--- src/rtl/eba_pkg.sv ---
`timescale 1ns / 1ps
// ----------------------------------------------------------------------------
// Eight-bit ALU package
// Operation codes and the request and result records shared by the ALU files.
// ----------------------------------------------------------------------------
package eba_pkg;

  typedef enum logic [3:0] {
    MODE_ADC = 4'd0,
    MODE_SBC = 4'd1,
    MODE_AND = 4'd2,
    MODE_ORA = 4'd3,
    MODE_EOR = 4'd4,
    MODE_CMP = 4'd5,
    MODE_ASL = 4'd6,
    MODE_LSR = 4'd7,
    MODE_ROL = 4'd8,
    MODE_ROR = 4'd9
  } alu_mode_e;

  localparam int unsigned DataWidth = 8;
  localparam int unsigned ModeWidth = 4;

  typedef struct packed {
    logic [ModeWidth-1:0] mode;
    logic [DataWidth-1:0] acc;
    logic [DataWidth-1:0] operand;
    logic                 carry;
    logic                 overflow;
    logic                 zero;
    logic                 negative;
    logic                 decimal;
  } alu_req_t;

  typedef struct packed {
    logic [DataWidth-1:0] result;
    logic                 carry;
    logic                 overflow;
    logic                 zero;
    logic                 negative;
    logic                 unsupported;
  } alu_rsp_t;

endpackage

--- src/rtl/eba_reg_slice.sv ---
`timescale 1ns / 1ps
// ----------------------------------------------------------------------------
// Pipeline register slice
// One valid/stall register stage that accepts a new request whenever its
// contents are empty or are being taken in the same cycle.
// ----------------------------------------------------------------------------
module eba_reg_slice #(
  parameter int unsigned Width = 8
) (
  input  logic             clk_i,
  input  logic             rst_ni,
  input  logic             valid_i,
  output logic             stall_o,
  input  logic [Width-1:0] data_i,
  output logic             valid_o,
  input  logic             stall_i,
  output logic [Width-1:0] data_o
);

  logic             valid_q;
  logic [Width-1:0] data_q;
  logic             advance;

  assign advance = !valid_q || !stall_i;
  assign stall_o = !advance;
  assign valid_o = valid_q;
  assign data_o  = data_q;

  always_ff @(posedge clk_i or negedge rst_ni) begin
    if (!rst_ni) begin
      valid_q <= 1'b0;
    end else if (advance) begin
      valid_q <= valid_i;
    end
  end

  always_ff @(posedge clk_i) begin
    if (advance && valid_i) begin
      data_q <= data_i;
    end
  end

endmodule

--- src/rtl/eba_alu.sv ---
`timescale 1ns / 1ps
// ----------------------------------------------------------------------------
// Eight-bit ALU datapath
// Computes the new value, the N, Z, C and V flags and the unsupported flag for one request.
// ----------------------------------------------------------------------------
module eba_alu (
  input  eba_pkg::alu_req_t req_i,
  output eba_pkg::alu_rsp_t rsp_o
);
  import eba_pkg::*;

  logic [DataWidth-1:0] addend;
  logic [DataWidth:0]   sum;
  logic [DataWidth:0]   diff;
  logic [DataWidth-1:0] res;
  logic                 set_zn;

  assign addend = (alu_mode_e'(req_i.mode) == MODE_SBC) ? ~req_i.operand : req_i.operand;
  assign sum    = {1'b0, req_i.acc} + {1'b0, addend} + {{DataWidth{1'b0}}, req_i.carry};
  assign diff   = {1'b0, req_i.acc} - {1'b0, req_i.operand};

  always_comb begin
    rsp_o             = '0;
    rsp_o.result      = req_i.acc;
    rsp_o.carry       = req_i.carry;
    rsp_o.overflow    = req_i.overflow;
    rsp_o.zero        = req_i.zero;
    rsp_o.negative    = req_i.negative;
    rsp_o.unsupported = 1'b0;
    res               = req_i.acc;
    set_zn            = 1'b1;
    case (alu_mode_e'(req_i.mode))
      MODE_ADC, MODE_SBC: begin
        if (req_i.decimal) begin
          rsp_o.unsupported = 1'b1;
          set_zn            = 1'b0;
        end else begin
          res            = sum[DataWidth-1:0];
          rsp_o.carry    = sum[DataWidth];
          rsp_o.overflow = ~(req_i.acc[DataWidth-1] ^ addend[DataWidth-1]) &
                           (sum[DataWidth-1] ^ addend[DataWidth-1]);
        end
      end
      MODE_AND: res = req_i.acc & req_i.operand;
      MODE_ORA: res = req_i.acc | req_i.operand;
      MODE_EOR: res = req_i.acc ^ req_i.operand;
      MODE_CMP: begin
        set_zn         = 1'b0;
        rsp_o.negative = diff[DataWidth-1];
        rsp_o.zero     = (req_i.acc == req_i.operand);
        rsp_o.carry    = !diff[DataWidth];
      end
      MODE_ASL: begin
        res         = {req_i.operand[DataWidth-2:0], 1'b0};
        rsp_o.carry = req_i.operand[DataWidth-1];
      end
      MODE_LSR: begin
        res         = {1'b0, req_i.operand[DataWidth-1:1]};
        rsp_o.carry = req_i.operand[0];
      end
      MODE_ROL: begin
        res         = {req_i.operand[DataWidth-2:0], req_i.carry};
        rsp_o.carry = req_i.operand[DataWidth-1];
      end
      MODE_ROR: begin
        res         = {req_i.carry, req_i.operand[DataWidth-1:1]};
        rsp_o.carry = req_i.operand[0];
      end
      default: set_zn = 1'b0;
    endcase
    rsp_o.result = res;
    if (set_zn) begin
      rsp_o.zero     = (res == '0);
      rsp_o.negative = res[DataWidth-1];
    end
  end

endmodule

--- src/rtl/eight_bit_alu_with_flags.sv ---
`timescale 1ns / 1ps
// ----------------------------------------------------------------------------
// Eight-bit ALU with flags
// Registered request stage, single-pass ALU datapath and registered result
// stage for an eight-bit processor ALU.
// ----------------------------------------------------------------------------
//   Channel  Handshake                  Payload
//   input    in_valid_i / in_stall_o    mode, acc, operand, incoming flags
//   output   out_valid_o / out_stall_i  result, new flags, unsupported
//
// A request is registered, passes through the combinational ALU logic and is
// registered again in the result stage, from which its result is offered.
// One request is accepted every cycle while the output does not stall.
// Reset empties both stages. A stall on the output holds the result stage and
// backs up into the request stage, which raises in_stall_o only when full.
module eight_bit_alu_with_flags (
  input  logic       clk_i,
  input  logic       rst_ni,
  input  logic       in_valid_i,
  output logic       in_stall_o,
  input  logic [3:0] mode_i,
  input  logic [7:0] acc_i,
  input  logic [7:0] operand_i,
  input  logic       carry_in_i,
  input  logic       overflow_in_i,
  input  logic       zero_in_i,
  input  logic       negative_in_i,
  input  logic       decimal_mode_i,
  output logic       out_valid_o,
  input  logic       out_stall_i,
  output logic [7:0] result_o,
  output logic       carry_out_o,
  output logic       overflow_out_o,
  output logic       zero_out_o,
  output logic       negative_out_o,
  output logic       unsupported_o
);
  import eba_pkg::*;

  alu_req_t req_in;
  alu_req_t req_reg;
  alu_rsp_t rsp_comb;
  alu_rsp_t rsp_reg;
  logic     req_valid;
  logic     req_stall;

  assign req_in.mode     = mode_i;
  assign req_in.acc      = acc_i;
  assign req_in.operand  = operand_i;
  assign req_in.carry    = carry_in_i;
  assign req_in.overflow = overflow_in_i;
  assign req_in.zero     = zero_in_i;
  assign req_in.negative = negative_in_i;
  assign req_in.decimal  = decimal_mode_i;

  eba_reg_slice #(
    .Width($bits(alu_req_t))
  ) u_req_stage (
    .clk_i  (clk_i),
    .rst_ni (rst_ni),
    .valid_i(in_valid_i),
    .stall_o(in_stall_o),
    .data_i (req_in),
    .valid_o(req_valid),
    .stall_i(req_stall),
    .data_o (req_reg)
  );

  eba_alu u_alu (
    .req_i(req_reg),
    .rsp_o(rsp_comb)
  );

  eba_reg_slice #(
    .Width($bits(alu_rsp_t))
  ) u_rsp_stage (
    .clk_i  (clk_i),
    .rst_ni (rst_ni),
    .valid_i(req_valid),
    .stall_o(req_stall),
    .data_i (rsp_comb),
    .valid_o(out_valid_o),
    .stall_i(out_stall_i),
    .data_o (rsp_reg)
  );

  assign result_o       = rsp_reg.result;
  assign carry_out_o    = rsp_reg.carry;
  assign overflow_out_o = rsp_reg.overflow;
  assign zero_out_o     = rsp_reg.zero;
  assign negative_out_o = rsp_reg.negative;
  assign unsupported_o  = rsp_reg.unsupported;

endmodule

--- config.mk ---
export PLATFORM = sky130hd
export DESIGN_NAME = eight_bit_alu_with_flags
export DESIGN_NICKNAME = d
export VERILOG_FILES = /design/src/rtl/eba_pkg.sv /design/src/rtl/eba_reg_slice.sv /design/src/rtl/eba_alu.sv /design/src/rtl/eight_bit_alu_with_flags.sv
export SDC_FILE = /design/constraint.sdc
export NUM_CORES = 1
export LEC_CHECK = 0
export ABC_CLOCK_PERIOD_IN_PS = 5300
export BUFFER_PORTS_ARGS = -buffer_cell sky130_fd_sc_hd__buf_2
export CORE_MARGIN = 5
export CORE_UTILIZATION = 50
export DETAILED_ROUTE_END_ITERATION = 6
export HOLD_SLACK_MARGIN = 0.03
export PLACE_DENSITY = 0.72
export SYNTH_ARGS = -nofsm -noshare
export SYNTH_HDL_FRONTEND = slang
export SYNTH_SLANG_ARGS = --single-unit
--- constraint.sdc ---
create_clock -name clk_i -period 5.3 [get_ports clk_i]
set_input_delay 1.06 -clock clk_i [delete_from_list [all_inputs] [get_ports clk_i]]
set_output_delay 1.06 -clock clk_i [all_outputs]
set_load 0.02 [all_outputs]
==> qor.yml <==
status:
  status: "completed"
synthesis:
  syn_inst: 262
  synth_common_cells: "edfxtp_1, ha_1, inv_1, o21ai_0, nand2_1"
  synth_top_area_share_pct: 40.5
  synth-seq-cells: 40
  synth_enable_flop_cells: 38
  ys.flop_type: "edfxtp_1"
  ys_warn_count: 0
  syn-num-nets: 324
  async_reset_ff_share_pct: 5.00
  synth.cell_area_um2: 2820
  yosysUniqueCellTypes: 62
  synth_area_leaders: "edfxtp_1, ha_1, inv_1"
  yosysSeqAreaShare_pct: 42.3
  syn_avg_cell_area_um2: 10.8
  synth.most_common_cell: "edfxtp_1"
  synth_top_cell_by_area: "edfxtp_1"
job:
  cap_violations: 0
clock_tree:
  cts_root_buf: "clkbuf_8"
  ctsResizeCount: 0
  cts_tree: "yes"
  clock_latency_ns: 0.29
  cts.sinks: 40
  h-tree-depth: 2
  postCtsHoldBufs: 0
  cts_buffers: 5
  post_cts_buffers: 0
  clk_pin_slew_ns: 0.08
  cts_buffer_depth: 2
pwr:
  p_clk_share_pct: 24.1
  finalPower_mw: 0.794
  ir_drop_v: 0.000133
  p_per_area_nw_per_um2: 250
  seq_power_share_pct: 50.3
  comb_power_share_pct: 25.6
  p_int_mw: 0.553
  sw_frac_of_total_pct: 30.3
  power_switching_mw: 0.241
  leakagePower_nw: 1.37
worst_hold_path:
  hold_path.class: "flip-flop to flip-flop"
  worstHoldStart: "u_req_stage.valid_o"
final_layout:
  fillerInstances: 497
  area_growth_syn_to_layout_pct: 12.5
  final_cells: 378
  nets: 367
  drive_above_1_share_pct: 21.6
  n_antenna_cell: 0
route:
  finalWirelength_um: 6030
  drcViolationCount: 0
  dr_total_vias: 2090
  antenna_left: 0
  drt-pass1-iter-count: 4
  wl_per_cell_um: 16.0
  post_drt_via_cell_ratio: 5.53
  drt_iter0_drc: 91
floorplan:
  core-area_um2: 5510
  fp.dieH_um: 85.1
  initial_core_util_pct: 51.2
  dieWidth_um: 85.1
  io_pins: 44
  num_rows: 27
  die_area_um2: 7240
place:
  portBuffers: 43
  dp_hpwl_um: 4750
  post-place-cells: 370
  detailedPlace.worstSlack_ns: 1.17
  gp_congestion: 0.957
global_routing:
  grt_use_total_pct: 17.2
  antenna_found_initial: 0
  grt_overflow: 0
  grt_pass1_vias: 2055
  grt_max_degree: 30
  grt_pass1_wl_um: 9850
sta:
  hold_viol_final: 0
  setup_ws_ns: 1.11
  max_slew_margin_pct: 24.4
  fin_skew_ns: 0.00628
  max_freq_mhz: 238
  fin_crit_sh_pct: 79.1
  period_minus_slack_ns: 4.19
  tightest_slew_ns: 1.13
  setup_viol: 0
  grt_setup_unrepaired: "no"
  finalSetupTns_ns: 0
  slew_violations: 0
setup_path:
  end_kind: "flip-flop"
  cp-startpoint: "u_req_stage.data_o[21]"
  worstPathRequired_ns: 5.46
  worstPathArrival_ns: 4.36
  critical_path.startpoint_type: "flip-flop"
  path_class: "flip-flop to flip-flop"
  r2r-start: "u_req_stage.data_o[21]"
  cp_max_fo: 29
## worst max-delay path, stage by stage, from the launching register on
cell      delay, ns
edfxtp_1       0.33
buf_4          0.29
nor2b_2        0.27
nor3b_1        0.22
buf_4          0.22
xnor2_1        0.09
fa_1           0.42
fa_1           0.43
nand2b_1       0.16
a21oi_1        0.26
xor2_1         0.13
a221o_1        0.37
or4_4          0.52
nor4_2         0.15
a32o_2         0.20
## cells in the final DEF, fill, tap and decap left out, types with 5 or more instances in the layout
master    instances
a21oi_1          11
xnor2_1          10
a21o_1            5
o211ai_1          6
nand2_1          13
nor2_1           10
ha_1             31
nor2b_1          12
buf_2            43
mux2i_1           7
inv_1            27
clkbuf_8          5
edfxtp_1         38
o21ai_0          14
## path summary, 6_finish.rpt
path / end / slack, ns / depth (start not counted)
setup reg to reg: u_rsp_stage.data_o[2] / 1.11 / 14
max in group asynchronous: u_rsp_stage.valid_o / 4.67 / 1
min in group asynchronous: u_req_stage.valid_o / 0.54 / 1
hold reg to reg: u_rsp_stage.valid_o / 0.49 / 1
hold / removal: u_rsp_stage.valid_o / 0.49 / 1
setup / recovery: u_rsp_stage.data_o[2] / 1.11 / 14
## layout make-up
type	instances	area (µm²)	area share, %
clock buffer	5	68.8	2.17
clock inverter	3	13.8	0.434
inverter	27	101	3.20
multi-input combinational	186	1480	46.5
sequential	40	1190	37.6
tap	72	90.1	2.84
timing repair buffer	45	230	7.26
## through the flow
| stage | hold WS, ns | cell area [µm²] | util (%) |
|---|---|---|---|
| final | 0.492 | 3170 | 57.6 |
| after floorplan | 0.443 | 2820 | - |
| after global routing | 0.528 | 3170 | 57.6 |
| after CTS | 0.502 | 3170 | 57.6 |
| after detailed placement | 0.486 | 3090 | 56.1 |
| after global placement | 0.452 | 3090 | 56.1 |
## logic make-up (layout without fill, tap and decap cells)
group | after synthesis | in the layout | share of synthesized area [%]
flip-flops | 40 | 40 | 42.3
adder cells (fa/ha/maj) | 33 | 33 | 15.2
AND/OR/NAND/NOR | 65 | 65 | 13.5
multiplexers | 8 | 8 | 2.89
XOR/XNOR | 14 | 14 | 4.35
AO/OA/AOI/OAI | 66 | 66 | 16.4
buffers and inverters | 36 | 80 | 5.41
## registers in the layout (all words and copies together) (netlist names)
| signal | flops |
|---|---|
| u_req_stage.data_o | 25 |
| u_rsp_stage.data_o | 13 |
| u_req_stage.valid_o | 1 |
| u_rsp_stage.valid_o | 1 |
## power by group through the flow
stage / clock (mW) / sequential, mW / combinational [mW]
6_report: 0.191 / 0.399 / 0.203
5_1_grt: 0.211 / 0.403 / 0.226
4_1_cts: 0.198 / 0.399 / 0.204
3_5_place_dp: 0 / 0.407 / 0.202
3_3_place_gp: 0 / 0.405 / 0.197
2_1_floorplan: 0 / 0.413 / 0.137
## per-layer routing
layer  vias up  global-route usage, %  wire length [µm]
met5         -                      0                 0
met4         0                   5.61                90
met1       970                   21.4              2600
li1       1043                      -                 -
met2        68                   29.7              2910
met3         9                   3.50               432
Power figures use the tool's default switching activity.
